<file path="src/rtl/core/aetp_pkg.sv">
// Shared types, codes and color tables for the ANSI escape text parser.
package aetp_pkg;

   localparam int unsigned CSR_ADDR_W = 3;
   localparam logic [0:0] CSR_IDX_PASSTHROUGH = 1'b0;

   localparam logic [7:0] BYTE_NUL   = 8'h00;
   localparam logic [7:0] BYTE_ESC   = 8'h1B;
   localparam logic [7:0] BYTE_ZERO  = 8'h30;
   localparam logic [7:0] BYTE_NINE  = 8'h39;
   localparam logic [7:0] BYTE_SEMI  = 8'h3B;
   localparam logic [7:0] BYTE_UC_A  = 8'h41;
   localparam logic [7:0] BYTE_UC_Z  = 8'h5A;
   localparam logic [7:0] BYTE_LC_A  = 8'h61;
   localparam logic [7:0] BYTE_LC_Z  = 8'h7A;
   localparam logic [7:0] BYTE_SGR   = 8'h6D;  // 'm'
   localparam logic [7:0] BYTE_CUP   = 8'h48;  // 'H'
   localparam logic [7:0] BYTE_ED    = 8'h4A;  // 'J'

   localparam logic [3:0] DEFAULT_FG = 4'd7;
   localparam logic [3:0] DEFAULT_BG = 4'd0;
   localparam logic [31:0] COORD_MAX = 32'd65534;

   localparam logic [3:0] BASE_COLORS [8] = '{4'd0, 4'd4, 4'd2, 4'd6,
                                              4'd1, 4'd5, 4'd3, 4'd7};
   localparam logic [3:0] BRIGHT_COLORS [8] = '{4'd8, 4'd12, 4'd10, 4'd14,
                                                4'd9, 4'd13, 4'd11, 4'd15};

   typedef enum logic [1:0] {
      ACT_PRINT = 2'd0,
      ACT_COLOR = 2'd1,
      ACT_MOVE  = 2'd2,
      ACT_CLEAR = 2'd3
   } action_type;

   typedef enum logic [1:0] {
      ST_IDLE  = 2'd0,
      ST_READ  = 2'd1,
      ST_APPLY = 2'd2
   } state_type;

   typedef enum logic [2:0] {
      PF_NONE  = 3'd0,
      PF_CLEAR = 3'd1,
      PF_OPEN  = 3'd2,
      PF_DIGIT = 3'd3,
      PF_NEXT  = 3'd4
   } pf_op_type;

   typedef struct packed {
      pf_op_type  op;
      logic [3:0] digit;
   } pf_cmd_type;

   typedef struct packed {
      logic [3:0] fg;
      logic [3:0] bg;
   } colors_type;

   // One SGR code applied to the current colors; unknown codes leave them as is.
   function automatic colors_type apply_sgr(input logic [31:0] code,
                                            input colors_type cur);
      colors_type res;
      logic [31:0] off;
      res = cur;
      off = '0;
      if (code == 32'd0) begin
         res.fg = DEFAULT_FG;
         res.bg = DEFAULT_BG;
      end else if (code >= 32'd30 && code <= 32'd37) begin
         off = code - 32'd30;
         res.fg = BASE_COLORS[off[2:0]];
      end else if (code >= 32'd90 && code <= 32'd97) begin
         off = code - 32'd90;
         res.fg = BRIGHT_COLORS[off[2:0]];
      end else if (code >= 32'd40 && code <= 32'd47) begin
         off = code - 32'd40;
         res.bg = BASE_COLORS[off[2:0]];
      end else if (code >= 32'd100 && code <= 32'd107) begin
         off = code - 32'd100;
         res.bg = BRIGHT_COLORS[off[2:0]];
      end
      return res;
   endfunction

endpackage

</file>
<file path="src/rtl/core/ansi_escape_text_parser.sv">
// Top level of the ANSI escape text parser: byte decode, SGR sequencer, result register.
//
// Usage: text bytes enter on the req_ channel (req_start_of_string marks the first
// byte of a string), one beat per byte. Results leave on the rsp_ channel, at most
// one beat per byte: a printed character, a color update, a cursor move or a clear.
// csr_ is an APB-style port with one register at byte address 0 (bit 0:
// passthrough mode); write it only while the block is idle.
// Order of work: a byte that prints, moves the cursor or clears has its result
// registered in the result register as it is accepted. An SGR ('m') final byte walks the
// stored parameters through one read port of the parameter memory and one shared
// SGR decoder, in two steps per parameter (read, apply), before the color beat is
// shown. Bytes that only update parse state give no beat.
// req_ready is low while the SGR walk runs, and while a result beat waits and
// rsp_ready is low; a stalled receiver therefore holds the input side as well.
// Reset (synchronous, active high) clears the parse state, the stop flag and
// passthrough mode and sets colors to foreground 7, background 0; the parameter
// memory needs no clearing pass, since only slots written in the current sequence
// are ever read.
module ansi_escape_text_parser #(
   parameter int unsigned MAX_PARAMS = 16,
   parameter int unsigned PARAM_BITS = 16
) (
   input  logic                              clock,
   input  logic                              reset,
   input  logic                              req_valid,
   output logic                              req_ready,
   input  logic                              req_start_of_string,
   input  logic [7:0]                        req_text_byte,
   output logic                              rsp_valid,
   input  logic                              rsp_ready,
   output logic [1:0]                        rsp_action_kind,
   output logic [7:0]                        rsp_char_code,
   output logic [3:0]                        rsp_fg_index,
   output logic [3:0]                        rsp_bg_index,
   output logic [15:0]                       rsp_cursor_column,
   output logic [15:0]                       rsp_cursor_row,
   input  logic                              csr_psel,
   input  logic                              csr_penable,
   input  logic                              csr_pwrite,
   input  logic [aetp_pkg::CSR_ADDR_W-1:0]   csr_paddr,
   input  logic [31:0]                       csr_pwdata,
   output logic [31:0]                       csr_prdata,
   output logic                              csr_pready
);
   localparam int unsigned IW = $clog2(MAX_PARAMS);

   aetp_pkg::state_type   state_ff, state_in;
   logic                  in_esc_ff, in_esc_in;
   logic                  stopped_ff, stopped_in;
   logic                  pass_ff;
   logic [3:0]            fg_ff, fg_in;
   logic [3:0]            bg_ff, bg_in;
   logic [IW-1:0]         walk_ff, walk_in;

   logic                  rsp_valid_ff, rsp_valid_in;
   aetp_pkg::action_type  kind_ff, kind_in;
   logic [7:0]            char_ff, char_in;
   logic [3:0]            rfg_ff, rfg_in;
   logic [3:0]            rbg_ff, rbg_in;
   logic [15:0]           col_ff, col_in;
   logic [15:0]           row_ff, row_in;

   aetp_pkg::pf_cmd_type  pf_cmd;
   logic [PARAM_BITS-1:0] pf_rd_data;
   logic [IW-1:0]         pf_idx;
   logic [PARAM_BITS-1:0] pf_p0;
   logic [PARAM_BITS-1:0] pf_p1;

   aetp_pkg::colors_type  sgr_colors;

   logic accept, stopped_eff, esc_eff, is_nul, is_digit, is_semi, is_alpha;
   logic live, parse, esc_open, print_go, in_seq, fin, sgr_go, cup_go, clr_go;
   logic walk_done, csr_wr, csr_hit;

   function automatic logic [15:0] zero_based(input logic [PARAM_BITS-1:0] v);
      logic [31:0] w;
      w = (v == '0) ? 32'd0 : (32'(v) - 32'd1);
      if (w > aetp_pkg::COORD_MAX) begin
         w = aetp_pkg::COORD_MAX;
      end
      return w[15:0];
   endfunction

   // ---- byte decode ----
   assign req_ready   = (state_ff == aetp_pkg::ST_IDLE) && (!rsp_valid_ff || rsp_ready);
   assign accept      = req_valid && req_ready;
   assign stopped_eff = stopped_ff && !req_start_of_string;
   assign esc_eff     = in_esc_ff && !req_start_of_string;
   assign is_nul      = (req_text_byte == aetp_pkg::BYTE_NUL);
   assign is_digit    = (req_text_byte >= aetp_pkg::BYTE_ZERO) &&
                        (req_text_byte <= aetp_pkg::BYTE_NINE);
   assign is_semi     = (req_text_byte == aetp_pkg::BYTE_SEMI);
   assign is_alpha    = ((req_text_byte >= aetp_pkg::BYTE_UC_A) &&
                         (req_text_byte <= aetp_pkg::BYTE_UC_Z)) ||
                        ((req_text_byte >= aetp_pkg::BYTE_LC_A) &&
                         (req_text_byte <= aetp_pkg::BYTE_LC_Z));

   assign live     = accept && !stopped_eff && !is_nul;
   assign parse    = live && !pass_ff;
   assign esc_open = parse && !esc_eff && (req_text_byte == aetp_pkg::BYTE_ESC);
   assign print_go = live && (pass_ff ||
                     (!esc_eff && (req_text_byte != aetp_pkg::BYTE_ESC)));
   assign in_seq   = parse && esc_eff;
   assign fin      = in_seq && is_alpha;
   assign sgr_go   = fin && (req_text_byte == aetp_pkg::BYTE_SGR);
   assign cup_go   = fin && (req_text_byte == aetp_pkg::BYTE_CUP);
   assign clr_go   = fin && (req_text_byte == aetp_pkg::BYTE_ED) &&
                     (pf_p0 == PARAM_BITS'(2));

   assign walk_done  = (walk_ff == pf_idx);
   assign sgr_colors = aetp_pkg::apply_sgr(32'(pf_rd_data),
                                           aetp_pkg::colors_type'({fg_ff, bg_ff}));

   aetp_param_file #(
      .MAX_PARAMS (MAX_PARAMS),
      .PARAM_BITS (PARAM_BITS)
   ) u_param_file (
      .clock   (clock),
      .reset   (reset),
      .cmd     (pf_cmd),
      .rd_addr (walk_ff),
      .rd_data (pf_rd_data),
      .idx     (pf_idx),
      .p0      (pf_p0),
      .p1      (pf_p1)
   );

   // ---- sequencer next state ----
   always_comb begin
      state_in = state_ff;
      unique case (state_ff)
         aetp_pkg::ST_IDLE: begin
            if (sgr_go) begin
               state_in = aetp_pkg::ST_READ;
            end
         end
         aetp_pkg::ST_READ: begin
            state_in = aetp_pkg::ST_APPLY;
         end
         aetp_pkg::ST_APPLY: begin
            state_in = walk_done ? aetp_pkg::ST_IDLE : aetp_pkg::ST_READ;
         end
         default: begin
            state_in = aetp_pkg::ST_IDLE;
         end
      endcase
   end

   // ---- datapath and result register ----
   always_comb begin
      in_esc_in    = in_esc_ff;
      stopped_in   = stopped_ff;
      fg_in        = fg_ff;
      bg_in        = bg_ff;
      walk_in      = walk_ff;
      rsp_valid_in = rsp_valid_ff && !rsp_ready;
      kind_in      = kind_ff;
      char_in      = char_ff;
      rfg_in       = rfg_ff;
      rbg_in       = rbg_ff;
      col_in       = col_ff;
      row_in       = row_ff;
      pf_cmd.op    = aetp_pkg::PF_NONE;
      pf_cmd.digit = 4'(req_text_byte - aetp_pkg::BYTE_ZERO);

      if (accept && req_start_of_string) begin
         in_esc_in  = 1'b0;
         stopped_in = 1'b0;
      end
      if (accept && !stopped_eff && is_nul) begin
         stopped_in = 1'b1;
      end
      if (esc_open) begin
         in_esc_in = 1'b1;
      end
      if (fin) begin
         in_esc_in = 1'b0;
      end

      priority if (esc_open) begin
         pf_cmd.op = aetp_pkg::PF_OPEN;
      end else if (accept && req_start_of_string) begin
         pf_cmd.op = aetp_pkg::PF_CLEAR;
      end else if (in_seq && is_digit) begin
         pf_cmd.op = aetp_pkg::PF_DIGIT;
      end else if (in_seq && is_semi) begin
         pf_cmd.op = aetp_pkg::PF_NEXT;
      end else begin
         pf_cmd.op = aetp_pkg::PF_NONE;
      end

      if (print_go || cup_go || clr_go) begin
         rsp_valid_in = 1'b1;
         char_in      = 8'd0;
         rfg_in       = fg_ff;
         rbg_in       = bg_ff;
         col_in       = 16'd0;
         row_in       = 16'd0;
         if (print_go) begin
            kind_in = aetp_pkg::ACT_PRINT;
            char_in = req_text_byte;
         end else if (cup_go) begin
            kind_in = aetp_pkg::ACT_MOVE;
            row_in  = zero_based(pf_p0);
            col_in  = zero_based((pf_idx != '0) ? pf_p1 : '0);
         end else begin
            kind_in = aetp_pkg::ACT_CLEAR;
         end
      end

      if (sgr_go) begin
         walk_in = '0;
      end

      if (state_ff == aetp_pkg::ST_APPLY) begin
         fg_in = sgr_colors.fg;
         bg_in = sgr_colors.bg;
         if (walk_done) begin
            rsp_valid_in = 1'b1;
            kind_in      = aetp_pkg::ACT_COLOR;
            char_in      = 8'd0;
            rfg_in       = sgr_colors.fg;
            rbg_in       = sgr_colors.bg;
            col_in       = 16'd0;
            row_in       = 16'd0;
         end else begin
            walk_in = walk_ff + IW'(1);
         end
      end
   end

   always_ff @(posedge clock) begin
      if (reset) begin
         state_ff     <= aetp_pkg::ST_IDLE;
         in_esc_ff    <= 1'b0;
         stopped_ff   <= 1'b0;
         fg_ff        <= aetp_pkg::DEFAULT_FG;
         bg_ff        <= aetp_pkg::DEFAULT_BG;
         walk_ff      <= '0;
         rsp_valid_ff <= 1'b0;
      end else begin
         state_ff     <= state_in;
         in_esc_ff    <= in_esc_in;
         stopped_ff   <= stopped_in;
         fg_ff        <= fg_in;
         bg_ff        <= bg_in;
         walk_ff      <= walk_in;
         rsp_valid_ff <= rsp_valid_in;
      end
   end

   always_ff @(posedge clock) begin
      kind_ff <= kind_in;
      char_ff <= char_in;
      rfg_ff  <= rfg_in;
      rbg_ff  <= rbg_in;
      col_ff  <= col_in;
      row_ff  <= row_in;
   end

   // ---- configuration port ----
   assign csr_hit = (csr_paddr[2:2] == aetp_pkg::CSR_IDX_PASSTHROUGH);
   assign csr_wr  = csr_psel && csr_penable && csr_pwrite && csr_pready;

   always_ff @(posedge clock) begin
      if (reset) begin
         pass_ff <= 1'b0;
      end else if (csr_wr && csr_hit) begin
         pass_ff <= csr_pwdata[0];
      end
   end

   assign csr_prdata = csr_hit ? {31'd0, pass_ff} : 32'd0;
   assign csr_pready = 1'b1;

   assign rsp_valid         = rsp_valid_ff;
   assign rsp_action_kind   = kind_ff;
   assign rsp_char_code     = char_ff;
   assign rsp_fg_index      = rfg_ff;
   assign rsp_bg_index      = rbg_ff;
   assign rsp_cursor_column = col_ff;
   assign rsp_cursor_row    = row_ff;

   walk_within_params: assert property (@(posedge clock) disable iff (reset)
      (state_ff != aetp_pkg::ST_IDLE) |-> (walk_ff <= pf_idx))
      else $error("SGR walk past last parameter");

   busy_not_ready: assert property (@(posedge clock) disable iff (reset)
      (state_ff != aetp_pkg::ST_IDLE) |-> !req_ready)
      else $error("input taken during SGR walk");

   sgr_starts_walk: assert property (@(posedge clock) disable iff (reset)
      sgr_go |=> (state_ff == aetp_pkg::ST_READ && walk_ff == '0))
      else $error("SGR final byte did not start walk");

   stopped_is_silent: assert property (@(posedge clock) disable iff (reset)
      (accept && stopped_ff && !req_start_of_string) |=> !rsp_valid_ff)
      else $error("result beat from a stopped string");

endmodule

</file>
<file path="src/rtl/core/aetp_param_file.sv">
// Escape parameter store: digit accumulator, parameter memory and shadow copies.
module aetp_param_file #(
   parameter int unsigned MAX_PARAMS = 16,
   parameter int unsigned PARAM_BITS = 16
) (
   input  logic                          clock,
   input  logic                          reset,
   input  aetp_pkg::pf_cmd_type          cmd,
   input  logic [$clog2(MAX_PARAMS)-1:0] rd_addr,
   output logic [PARAM_BITS-1:0]         rd_data,
   output logic [$clog2(MAX_PARAMS)-1:0] idx,
   output logic [PARAM_BITS-1:0]         p0,
   output logic [PARAM_BITS-1:0]         p1
);
   localparam int unsigned IW = $clog2(MAX_PARAMS);
   localparam int unsigned AW = PARAM_BITS + 4;

   logic [PARAM_BITS-1:0] mem [MAX_PARAMS];
   logic [PARAM_BITS-1:0] rd_data_ff;

   logic [IW-1:0]         idx_ff, idx_in;
   logic [PARAM_BITS-1:0] cur_ff, cur_in;
   logic [PARAM_BITS-1:0] p0_ff, p0_in;
   logic [PARAM_BITS-1:0] p1_ff, p1_in;

   logic                  wr_en;
   logic [IW-1:0]         wr_addr;
   logic [PARAM_BITS-1:0] wr_data;

   logic [AW-1:0]         prod;
   logic [PARAM_BITS-1:0] acc;
   logic                  last;

   // cur * 10 + digit as two shifts and two adds, then saturate
   assign prod = (AW'(cur_ff) << 3) + (AW'(cur_ff) << 1) + AW'(cmd.digit);
   assign acc  = (prod[AW-1:PARAM_BITS] != '0) ? '1 : prod[PARAM_BITS-1:0];
   assign last = (idx_ff == IW'(MAX_PARAMS - 1));

   always_comb begin
      idx_in  = idx_ff;
      cur_in  = cur_ff;
      p0_in   = p0_ff;
      p1_in   = p1_ff;
      wr_en   = 1'b0;
      wr_addr = idx_ff;
      wr_data = acc;
      unique case (cmd.op)
         aetp_pkg::PF_NONE: begin
         end
         aetp_pkg::PF_CLEAR: begin
            idx_in = '0;
            cur_in = '0;
            p0_in  = '0;
            p1_in  = '0;
         end
         aetp_pkg::PF_OPEN: begin
            idx_in  = '0;
            cur_in  = '0;
            p0_in   = '0;
            p1_in   = '0;
            wr_en   = 1'b1;
            wr_addr = '0;
            wr_data = '0;
         end
         aetp_pkg::PF_DIGIT: begin
            cur_in = acc;
            wr_en  = 1'b1;
            if (idx_ff == IW'(0)) begin
               p0_in = acc;
            end
            if (idx_ff == IW'(1)) begin
               p1_in = acc;
            end
         end
         aetp_pkg::PF_NEXT: begin
            // past the last slot a separator is dropped
            if (!last) begin
               idx_in  = idx_ff + IW'(1);
               cur_in  = '0;
               wr_en   = 1'b1;
               wr_addr = idx_ff + IW'(1);
               wr_data = '0;
               if (idx_ff == IW'(0)) begin
                  p1_in = '0;
               end
            end
         end
         default: begin
         end
      endcase
   end

   always_ff @(posedge clock) begin
      if (reset) begin
         idx_ff <= '0;
         cur_ff <= '0;
         p0_ff  <= '0;
         p1_ff  <= '0;
      end else begin
         idx_ff <= idx_in;
         cur_ff <= cur_in;
         p0_ff  <= p0_in;
         p1_ff  <= p1_in;
      end
   end

   always_ff @(posedge clock) begin
      if (wr_en) begin
         mem[wr_addr] <= wr_data;
      end
      rd_data_ff <= mem[rd_addr];
   end

   assign rd_data = rd_data_ff;
   assign idx     = idx_ff;
   assign p0      = p0_ff;
   assign p1      = p1_ff;

   idx_in_range: assert property (@(posedge clock) disable iff (reset)
      idx_ff <= IW'(MAX_PARAMS - 1))
      else $error("parameter index past last slot");

   cur_tracks_p0: assert property (@(posedge clock) disable iff (reset)
      (idx_ff == IW'(0)) |-> (cur_ff == p0_ff))
      else $error("accumulator and first parameter disagree");

   next_clears_slot: assert property (@(posedge clock) disable iff (reset)
      (cmd.op == aetp_pkg::PF_NEXT && !last) |=> (cur_ff == '0))
      else $error("new parameter slot not cleared");

endmodule
</file>
<file path="config.mk">
export PLATFORM = sky130hd
export DESIGN_NAME = ansi_escape_text_parser
export DESIGN_NICKNAME = d
export VERILOG_FILES = /design/src/rtl/core/aetp_pkg.sv /design/src/rtl/core/ansi_escape_text_parser.sv /design/src/rtl/core/aetp_param_file.sv
export SDC_FILE = /design/constraint.sdc
export NUM_CORES = 1
export LEC_CHECK = 0
export BUFFER_PORTS_ARGS = -buffer_cell sky130_fd_sc_hd__buf_4
export CAP_MARGIN = 5
export CORE_ASPECT_RATIO = 1.1
export CORE_MARGIN = 1
export CORE_UTILIZATION = 54
export CTS_CLUSTER_SIZE = 28
export DETAILED_ROUTE_END_ITERATION = 16
export HOLD_SLACK_MARGIN = 0.1
export PLACE_DENSITY = 0.76
export SLEW_MARGIN = 20
export SYNTH_ARGS = -nofsm -noshare
export SYNTH_HDL_FRONTEND = slang
export SYNTH_SLANG_ARGS = --single-unit
</file>
<file path="constraint.sdc">
create_clock -name clock -period 3.42 [get_ports clock]
set_input_delay 0.171 -clock clock [delete_from_list [all_inputs] [get_ports clock]]
set_output_delay 0.171 -clock clock [all_outputs]
set_load 0.01 [all_outputs]
</file>
# Yosys cells after proc, flatten, opt, wreduce, memory -nomap -nowiden

Memory sizes are Yosys's and may differ from the RTL's. A register that Yosys moved wholly into a read port is not among the register bits.
Index checks and enable logic that the tools add are counted.

Register bits: 120
Bits in writable memories: 256
Bits in read-only memories: 128
Input port bits: 51
Output and inout bits: 85
Logic and storage cells: 223
Memories kept: 5

Memory list:

| memory           | words | bits a word | rd ports | clocked after Yosys merged registers in | wr ports | RTL line              | source |
|---|---|---|---|---|---|---|---|
| u_param_file.mem | 16    | 16          | 1        | 1                                       | 1        | aetp_param_file.sv:18 | `logic [PARAM_BITS-1:0] mem [MAX_PARAMS];` |
| (name not given) | 8     | 4           | 1        | 0                                       | 0        | aetp_pkg.sv:81        | `res.bg = BRIGHT_COLORS[off[2:0]];` |
| (name not given) | 8     | 4           | 1        | 0                                       | 0        | aetp_pkg.sv:78        | `res.bg = BASE_COLORS[off[2:0]];` |
| (name not given) | 8     | 4           | 1        | 0                                       | 0        | aetp_pkg.sv:75        | `res.fg = BRIGHT_COLORS[off[2:0]];` |
| (name not given) | 8     | 4           | 1        | 0                                       | 0        | aetp_pkg.sv:72        | `res.fg = BASE_COLORS[off[2:0]];` |

$add $sub $neg: 11
Magnitude comparators: 20
Equality and inequality tests: 21
Mux-type cells: 80
Bitwise gates (word level): 5
Reductions and logical operators: 63

Operators by type and width:

| kind                                                                              | number |
|---|---|
| 16-bit 2-to-1 mux                                                                 | 20 |
| 4-bit 2-to-1 mux                                                                  | 24 |
| 16-bit one-hot mux with 3 select lines                                            | 2 |
| 32-bit by 16-bit greater-than comparator with 1-bit output, second input constant | 2 |
| 32-bit 2-to-1 mux                                                                 | 2 |
| 16-bit one-hot mux with 2 select lines                                            | 2 |
| 16-bit logical NOT                                                                | 3 |
| 8-bit 2-to-1 mux                                                                  | 5 |
| 16-bit by 1-bit subtractor with 17-bit output, second input constant              | 2 |
| 16-bit by 7-bit >= comparator with 1-bit output, second input constant            | 2 |
| 16-bit by 6-bit <= comparator with 1-bit output, second input constant            | 2 |
| 16-bit by 7-bit <= comparator with 1-bit output, second input constant            | 2 |
| 1-bit logical AND                                                                 | 32 |
| 8-bit by 7-bit equality test with 1-bit output, second input constant             | 3 |
| 19-bit by 17-bit adder with 20-bit output                                         | 1 |
| 20-bit by 4-bit adder with 20-bit output                                          | 1 |
| 16-bit by 2-bit equality test with 1-bit output, second input constant            | 1 |
| 16-bit by 5-bit >= comparator with 1-bit output, second input constant            | 1 |
| 16-bit by 6-bit >= comparator with 1-bit output, second input constant            | 1 |
| 4-bit >= comparator, second input constant                                        | 4 |
| 8-bit by 7-bit >= comparator with 1-bit output, second input constant             | 2 |
| 8-bit by 7-bit <= comparator with 1-bit output, second input constant             | 2 |
| 3-bit NOT with 4-bit output                                                       | 4 |
| 4-bit one-hot mux with 2 select lines                                             | 2 |
| other kinds (37)                                                                  | 78 |

# Depth between registers and ports, before layout

Gate-level depths: netlist of run 1.

Word-level depth: 18
Depth in mapped cells: 16
Depth with buffers taken out: 12

# Hierarchy

Synthesis of run 1 repeated with hierarchy kept, for this count alone.

Cell total of the unflattened synthesis: 1385
Area, all modules: 18008.5 µm²

By module, submodules not included:

| module                  | times used | cells an instance | area each (µm²) | sequential area each (µm²) |
|---|---|---|---|---|
| aetp_param_file         | 1          | 811               | 13472.9         | 9048.7 |
| ansi_escape_text_parser | 1          | 574               | 4535.6          | 1361.3 |

# Worst setup path before layout of run 1

Ideal clock, no wire load.

Path kind: register -> register
From: reg u_param_file.cur_ff[0]
To: mem u_param_file.mem[0][12] (data pin)
Data arrival time: 3.113 ns
Required time: 3.115 ns
Path slack: 0.002 ns
Cell stages (with the launch flop): 11
Clock period less this slack: 3.418 ns
Path through: dfxtp_1 > fa_1 > fa_1 > a211oi_1 > o211ai_1 > a211o_1 > a311oi_1 > o2111ai_1 > clkbuf_1 > nor2_1 > nor2_1

Longest elaborated chain between the ends: 6

Ends and longest elaborated chain:

| element                                     | RTL line               | source |
|---|---|---|
| start: declaration                          | aetp_param_file.sv:22  | `logic [PARAM_BITS-1:0] cur_ff, cur_in;` |
| start signal: assignment                    | aetp_param_file.sv:101 | `cur_ff <= cur_in;` |
| 19-bit by 17-bit adder with 20-bit output * | aetp_param_file.sv:35  | `assign prod = (AW'(cur_ff) << 3) + (AW'(cur_ff) << 1) + AW'(cmd.digit);` |
| 20-bit by 4-bit adder with 20-bit output *  | aetp_param_file.sv:35  |  |
| 4-bit nonzero test                          | aetp_param_file.sv:36  | `assign acc = (prod[AW-1:PARAM_BITS] != '0) ? '1 : prod[PARAM_BITS-1:0];` |
| 16-bit 2-to-1 mux *                         | aetp_param_file.sv:36  |  |
| 16-bit 2-to-1 mux                           | aetp_param_file.sv:77  | `if (!last) begin` |
| 16-bit one-hot mux with 2 select lines *    | aetp_param_file.sv:47  | `unique case (cmd.op)` |
| named net u_param_file.wr_data[12]          | aetp_param_file.sv:28  | `logic [PARAM_BITS-1:0] wr_data;` |
| end: declaration                            | aetp_param_file.sv:18  |  |

Mark *: on every way through the listed nets, which the timed path passes. The rest lies on a longest branch.

# Worst setup path in the final report of run 1

From: reg u_param_file.cur_ff[0]
To: mem u_param_file.mem[8][9] (data pin)

The elaborated chain is that of the path after synthesis.

==> impl_results.md, run 1 <==
* Pwr dens at 470 mW/mm^2
* Num CTS Buffers at 40
* Most frequent cells in the layout: 256 x edfxtp_1, 138 x buf_4, 132 x dfxtp_1
* Post-Route WL at 44.4 mm
* Vias in the first global route at 11917
* Leakage power at 7.36 nW
* Die area at 0.0333 mm^2
* Minimum clock period at 3.34 ns
* Core Region at 0.0317 mm^2
* R2R Setup Slk at 0.08 ns
* Max-slew violation count at 0
* EDFF count, synth at 256
* Fin crit share at 97.7%
* Ports at 136
* Max-Slew Margin vs Limit at 41.0%
* H-tree depth at 2
* Rows at 68
* Synth Area in Adders at 3.21%
* Root Buffer: clkbuf_16
* Initial core utilization at 55.5%
* CP Class: reg2reg
* Crit end category: flop
* Total Routing Usage GR at 26.7%
* RSZ-0062 raised after global routing: yes
* Top_reg_cell synth: edfxtp_1
* Synthesized instance count at 1439
* CP startpoint: u_param_file.cur_ff[0]
* R2r endpoint: u_param_file.mem[8][9]
* Mapped Area at 0.0176 mm^2
* Number of vias per cell at 6.14
* DP Cell Count at 1927
* Max-Cap Viols at 0
* Fin Clk Skew at 0.0212 ns
* Compound-gate portion of the synthesized area at 12.1%
* CTS Sinks at 392
* GRT overflow at 0
* Vias at 12369
* Layout cells sized above 1 at 20.9%
* Commonest non-fill, non-tap cell in the layout: edfxtp_1
* Mux share of post-synthesis cell area at 8.69%
* Endpoints failing hold at 0
* HP Class: in2reg
* Initial antenna violation count at 1
* Cells on worst reg2reg path at 12
* Clk_lat worst skew at 0.54 ns
* Largest family of logic cells by synthesized area: compound AO/OA/AOI/OAI gates
* WL/cell at 22.1 um
* HP Start: req_text_byte[2]
* Overall Power at 9.73 mW
* Critical path launch point type: flop
* Asr flop ratio synth at 0%
* Post-DP HPWL at 28.1 mm
* Avg Cell Area, Syn at 12.2 um^2
* Largest net degree at the start of global routing at 64
* Fin area at 0.0207 mm^2
* Achievable clock frequency at 299 MHz
* DRT Pass-1 Iters at 7
* Iter 0 DRT Violations at 1312
* Nets at 1658
* R2R Path Start: u_param_file.cur_ff[0]
* TritonCTS clock tree: done
* CP Max Fanout at 16
* Worst EP required at 3.63 ns
* Die Wd at 174 um
* Residual DRC count at 0
* Yosys cell types at 83
* Final Setup Violations at 0
* Ant. Diodes at 0
* Bufs on Longest Clock Path at 3
* WP data arrival at 3.55 ns
* Port-buffer cells at 70
* WHS at 0.114 ns
* Die height at 191 um
* Synth Area in XOR/XNOR at 1.99%
* Yosys warning count at 0
* Layout Cells excl Fill at 2015
* DP Area at 0.0190 mm^2
* Layout overhead on the synthesized area at 17.6%
* Post-synthesis register bit count at 392
* Total negative setup slack at 0 ns
* Final ANT Viol Nets at 0
* CP Capture Point: u_param_file.mem[8][9]
* Final GP Congestion at 0.984
* Register area share after synthesis at 59.1%
* Reg clk slew, reported paths at 0.06 ns
* First-pass GRT wire length at 68.2 mm
* Pin slew with the least headroom to its limit at 0.883 ns
* Peak supply drop at 0.425 mV
* Status: complete, no violations
* Simple-gate area share of the yosys netlist at 11.0%
[kinds of logic (layout without fill, tap and decap cells)]
| kind of cell | after synthesis | after routing |
|---|---|---|
| adders and majority gates | 44 | 44 |
| AOI/OAI and AO/OA | 326 | 326 |
| muxes | 111 | 111 |
| other | 2 | 32 |
| and+or+nand+nor | 391 | 391 |
| DFF | 392 | 392 |
| xor gates and xnor gates | 40 | 40 |
| buffers and inverters | 133 | 259 |
[metal layers]
metal | vias to the layer above | track usage, % | routed length, um
li1 | 5642 | - | -
met1 | 6016 | 35.7 | 18400
met2 | 587 | 43.3 | 20900
met3 | 122 | 3.88 | 3180
met4 | 2 | 12.2 | 1910
met5 | - | 0 | 13
[registers in the layout, indices dropped and copies added, names as in the netlist, 2 cells and up]
| name | flops |
|---|---|
| rsp_bg_index | 4 |
| u_param_file.p1 | 16 |
| u_param_file.rd_data | 16 |
| rsp_action_kind | 2 |
| u_param_file.cur_ff | 16 |
| walk_ff | 4 |
| rsp_cursor_column | 16 |
| rsp_char_code | 8 |
| u_param_file.mem | 256 |
| state_ff | 2 |
| u_param_file.idx | 4 |
| fg_ff | 4 |
| u_param_file.p0 | 16 |
| bg_ff | 4 |
| rsp_fg_index | 4 |
| rsp_cursor_row | 16 |
[per-stage QoR]
stage | utilization, % | setup slack, ns
2_1_floorplan | - | 0.00226
3_3_place_gp | 59.9 | -0.213
3_5_place_dp | 59.9 | -0.292
4_1_cts | 64.8 | 0.00168
5_1_grt | 65.3 | -0.0183
6_report | 65.3 | 0.0773
[where the power goes]
part / total, mW / switching (mW) / internal (mW)
registers: 5.02 / 0.00918 / 5.01
logic: 0.205 / 0.126 / 0.0785
clock network: 4.51 / 1.78 / 2.74
[synthesized netlist by cell type (8+ instances only)]
master	instances	share of area, %
mux4_2	32	4.1
buf_4	35	1.5
and3_1	12	0.43
inv_1	21	0.45
nor4_1	9	0.32
mux2_2	15	0.96
nand2_1	105	2.2
edfxtp_1	256	44
nor2_1	129	2.7
nor3b_1	9	0.38
xor2_1	13	0.65
o21ai_0	99	2.8
o211ai_1	9	0.38
xnor2_1	27	1.3
a221oi_1	17	0.85
clkbuf_1	61	1.3
nor4b_1	8	0.40
dfxtp_1	136	15
a21oi_1	70	2.0
nor3_1	32	0.91
ha_1	42	3.0
nand3_1	19	0.54
mux2i_1	64	3.6
a22oi_1	44	1.9
o2bb2ai_1	15	0.75
a31oi_1	9	0.32
nand2b_1	11	0.39
[worst min path at each step]
stage | to | slack (ns) | cells after the start
6_report | rsp_char_code[2] | 0.11 | 4
5_1_grt | rsp_char_code[2] | 0.13 | 4
3_3_place_gp | pass_ff | 0.41 | 3
4_1_cts | rsp_char_code[2] | 0.10 | 4
2_1_floorplan | pass_ff | 0.31 | 2
3_5_place_dp | pass_ff | 0.42 | 3
[what timing repair did]
item	CTS	global route
endpoints found under the hold margin	23	0
hold buffers	12	0
setup endpoints to repair	260	300
buffers inserted	1	0
pin swaps	0	3
gates resized for setup	20	38
gates cloned	0	1
[final cells by class]
type / instances / area [um^2]
fill: 2251 / 11000
sequential: 392 / 10400
multi-input combinational: 944 / 6890
timing repair buffer: 164 / 1430
clock buffer: 59 / 1200
tap: 420 / 526
clock inverter: 15 / 186
inverter: 21 / 78.8
[worst max-delay path: stages, from the launching register on]
cell and delay (ns):
dfxtp_2 0.33, buf_4 0.13, ha_2 0.18, ha_4 0.17
fa_2 0.39, a211oi_2 0.26, o211ai_1 0.19, a211o_1 0.35
a311oi_2 0.26, o2111ai_2 0.21, buf_4 0.25, a21oi_2 0.16
nor2_2 0.14
Power figures use the tool's default switching activity.
==> run 2: changes to the inputs <==
--- a/config.mk
+++ b/config.mk
@@ -8,7 +8,7 @@
 export BUFFER_PORTS_ARGS = -buffer_cell sky130_fd_sc_hd__buf_4
 export CAP_MARGIN = 5
 export CORE_ASPECT_RATIO = 1.1
-export CORE_MARGIN = 1
+export CORE_MARGIN = 2
 export CORE_UTILIZATION = 54
 export CTS_CLUSTER_SIZE = 28
 export DETAILED_ROUTE_END_ITERATION = 16
@@ -18,3 +18,4 @@
 export SYNTH_ARGS = -nofsm -noshare
 export SYNTH_HDL_FRONTEND = slang
 export SYNTH_SLANG_ARGS = --single-unit
+export TNS_END_PERCENT = 100
==> run 2 against run 1 <==
  * Core utilization down 0.68 points
  * Design area grew 0.41%
  * Clock power down 4.4%
  * Flip-flop and latch count unchanged
  * Combinational power rose by 2%
  * Clock-buffer cell count is the same
  * Clock skew rose by 0.0033 ns
  * Worst hold slack better by 0.11 ns
  * Power down 2.1%
  * Maximum frequency is 1.2% lower
  * Sequential share of layout area is 0.21 points lower
  * Critical path type is now in2reg
  * Largest power group unchanged
==> impl_results.md, run 2 (synthesis gave the netlist of run 1 again) <==
* Status: complete, no violations
* Pwr dens at 458 mW/mm^2 (-2.5%)
* Layout overhead on the synthesized area at 18.1%
* Die area at 0.0341 mm^2 (+2.2%)
* Largest reg by FF count: u_param_file.mem
* Iter 0 DRT Violations at 1297 (-1.1%)
* Die Wd at 176 um (+1.1%)
* Max-Cap Viols at 0 (unchanged)
* Sequential power share at 52.6% (+1.0 points)
* Layout Cells excl Fill at 2042 (+1.3%)
* Combinational Power Share at 2.2% (about the same)
* DP Worst Slack at -0.263 ns (+0.0300 ns)
* WP data arrival at 3.63 ns (+0.08 ns)
* Num CTS Buffers at 40 (unchanged)
* Endpoints failing hold at 0 (unchanged)
* Final ANT Viol Nets at 0 (unchanged)
* Fin crit share at 99.0% (+1.2 points)
* DRT Pass-1 Iters at 5 (-2)
* NetSw at 1.90 mW (-0.62%)
* Net switching share of the total power at 19.9% (+0.29 points)
* DP Area at 0.0191 mm^2 (+0.33%)
* Met1 Usage GRT at 32.9% (-2.8 points)
* Layout cells sized above 1 at 21.3% (+0.41 points)
* Core Region at 0.0322 mm^2 (+1.5%)
* Critical path launch point type: input pin
* Reg clk slew, reported paths at 0.06 ns (about the same)
* Max-Slew Margin vs Limit at 48.3% (+7.3 points)
* Achievable clock frequency at 295 MHz (-1.2%)
* Total Routing Usage GR at 25.1% (-1.6 points)
* Fin area at 0.0208 mm^2 (+0.41%)
* Ports at 136 (unchanged)
* Int Pwr at 7.63 mW (-2.4%)
* Most frequent cells in the layout: 256 x edfxtp_1, 162 x buf_4, 133 x dfxtp_1
* Commonest non-fill, non-tap cell in the layout: edfxtp_1
* Residual DRC count at 0 (unchanged)
* CP Max Fanout at 16 (unchanged)
* Clk_lat worst skew at 0.54 ns (about the same)
* H-tree depth at 2 (unchanged)
* Final Setup Violations at 0 (unchanged)
* CTS Sinks at 392 (unchanged)
* GRT overflow at 0 (unchanged)
* Post-Route WL at 43.2 mm (-2.9%)
* WL/cell at 21.1 um (-4.2%)
* Crit end category: flop
* Leakage power at 7.44 nW (+0.98%)
* Root Buffer: clkbuf_16
* First-pass GRT wire length at 66.9 mm (-1.9%)
* Util after Layout at 64.6% (-0.68 points)
* Largest net degree at the start of global routing at 89 (+39%)
* Max reg flops at 256 (unchanged)
* WHS at 0.222 ns (+0.108 ns)
* CP Class: in2reg
* Total negative setup slack at 0 ns (unchanged)
* Post-DP HPWL at 28.6 mm (+1.7%)
* GR Layer Usage met2 at 43.0% (-0.31 points)
* Ant. Diodes at 0 (unchanged)
* Peak supply drop at 0.423 mV (-0.43%)
* TritonCTS clock tree: done
* DP Cell Count at 1952 (+1.3%)
* Rows at 69 (+1.5%)
* Number of vias per cell at 6.03 (-1.8%)
* GR peak layer: met2
* Worst EP required at 3.67 ns (+0.04 ns)
* Clock share of power at 45.2% (-1.1 points)
* Nets at 1681 (+1.4%)
* Max-slew violation count at 0 (unchanged)
* Pin slew with the least headroom to its limit at 0.764 ns (-0.119 ns)
* Final setup margin at 0.0353 ns (-0.0420 ns)
* Final GP Congestion at 0.877 (-11%)
* Fin Clk Skew at 0.0245 ns (+0.00327 ns)
* Overall Power at 9.53 mW (-2.1%)
* Die height at 193 um (+1.0%)
* Minimum clock period at 3.38 ns (+0.0420 ns)
* GRT met3 Usage at 3.64% (-0.24 points)
* Vias in the first global route at 12003 (+0.72%)
* Vias at 12306 (-0.51%)
* Port-buffer cells at 70 (unchanged)
* Bufs on Longest Clock Path at 3 (unchanged)
* Initial antenna violation count at 1 (unchanged)
* RSZ-0062 raised after global routing: yes
* HP Class: in2reg
* Initial core utilization at 54.7% (-0.80 points)
==> run 2: cell count changes in the layout (fill, tap and decap cells not counted), sizes merged <==
cell | previous run | this run
clkbuf | 59 | 60
buf | 152 | 171
dlygate4sd3 | 12 | 15
clkinv | 10 | 9
bufinv | 4 | 3
==> run 2: path summary, 6_finish.rpt <==
kind              cells after the start  slack, ns                      to              startpoint
setup / recovery                     14       0.04  u_param_file.mem[8][9]        req_text_byte[2]
setup reg to reg                     11       0.05  u_param_file.mem[8][9]  u_param_file.cur_ff[0]
hold / removal                        5       0.22               in_esc_ff               req_valid
hold reg to reg                       2       0.46       rsp_cursor_row[1]       rsp_cursor_row[1]
==> run 2: area by class of cell <==
cell class	count	area (um^2)
inverter	21	78.8
fill	2332	11400
multi-input combinational	944	6930
clock inverter	13	150
tap	426	533
sequential	392	10400
timing repair buffer	187	1550
clock buffer	59	1140
==> run 2: routing by layer <==
layer | share of wire [%] | vias up
li1 | - | 5670
met1 | 41 | 6044
met2 | 50 | 489
met3 | 5.9 | 101
met4 | 3.5 | 2
met5 | 0.025 | -
==> run 2: critical path, stage by stage <==
cell	delay [ns]
dlygate4sd3_1	0.54
buf_4	0.15
ha_1	0.33
ha_4	0.19
fa_2	0.40
a211oi_2	0.22
o211ai_1	0.16
a211o_1	0.30
a311oi_2	0.29
o2111ai_2	0.27
buf_12	0.23
buf_8	0.13
a21oi_4	0.14
nor2_4	0.10
==> run 2: power groups by stage <==
stage	clock network, mW	registers (mW)	logic (mW)
finish	4.31	5.02	0.209
detailed placement	0	5.12	0.190
CTS	4.35	5.02	0.204
global route	4.53	5.02	0.230
floorplan	0	5.13	0.124
global placement	0	5.12	0.188
==> run 2: what timing repair did <==
action,CTS,global route
buffers inserted,0,2
hold endpoints to repair,26,0
cloned,0,1
pin swaps,2,6
hold buffers,15,0
endpoints found under the setup margin,274,356
resized for setup,26,41
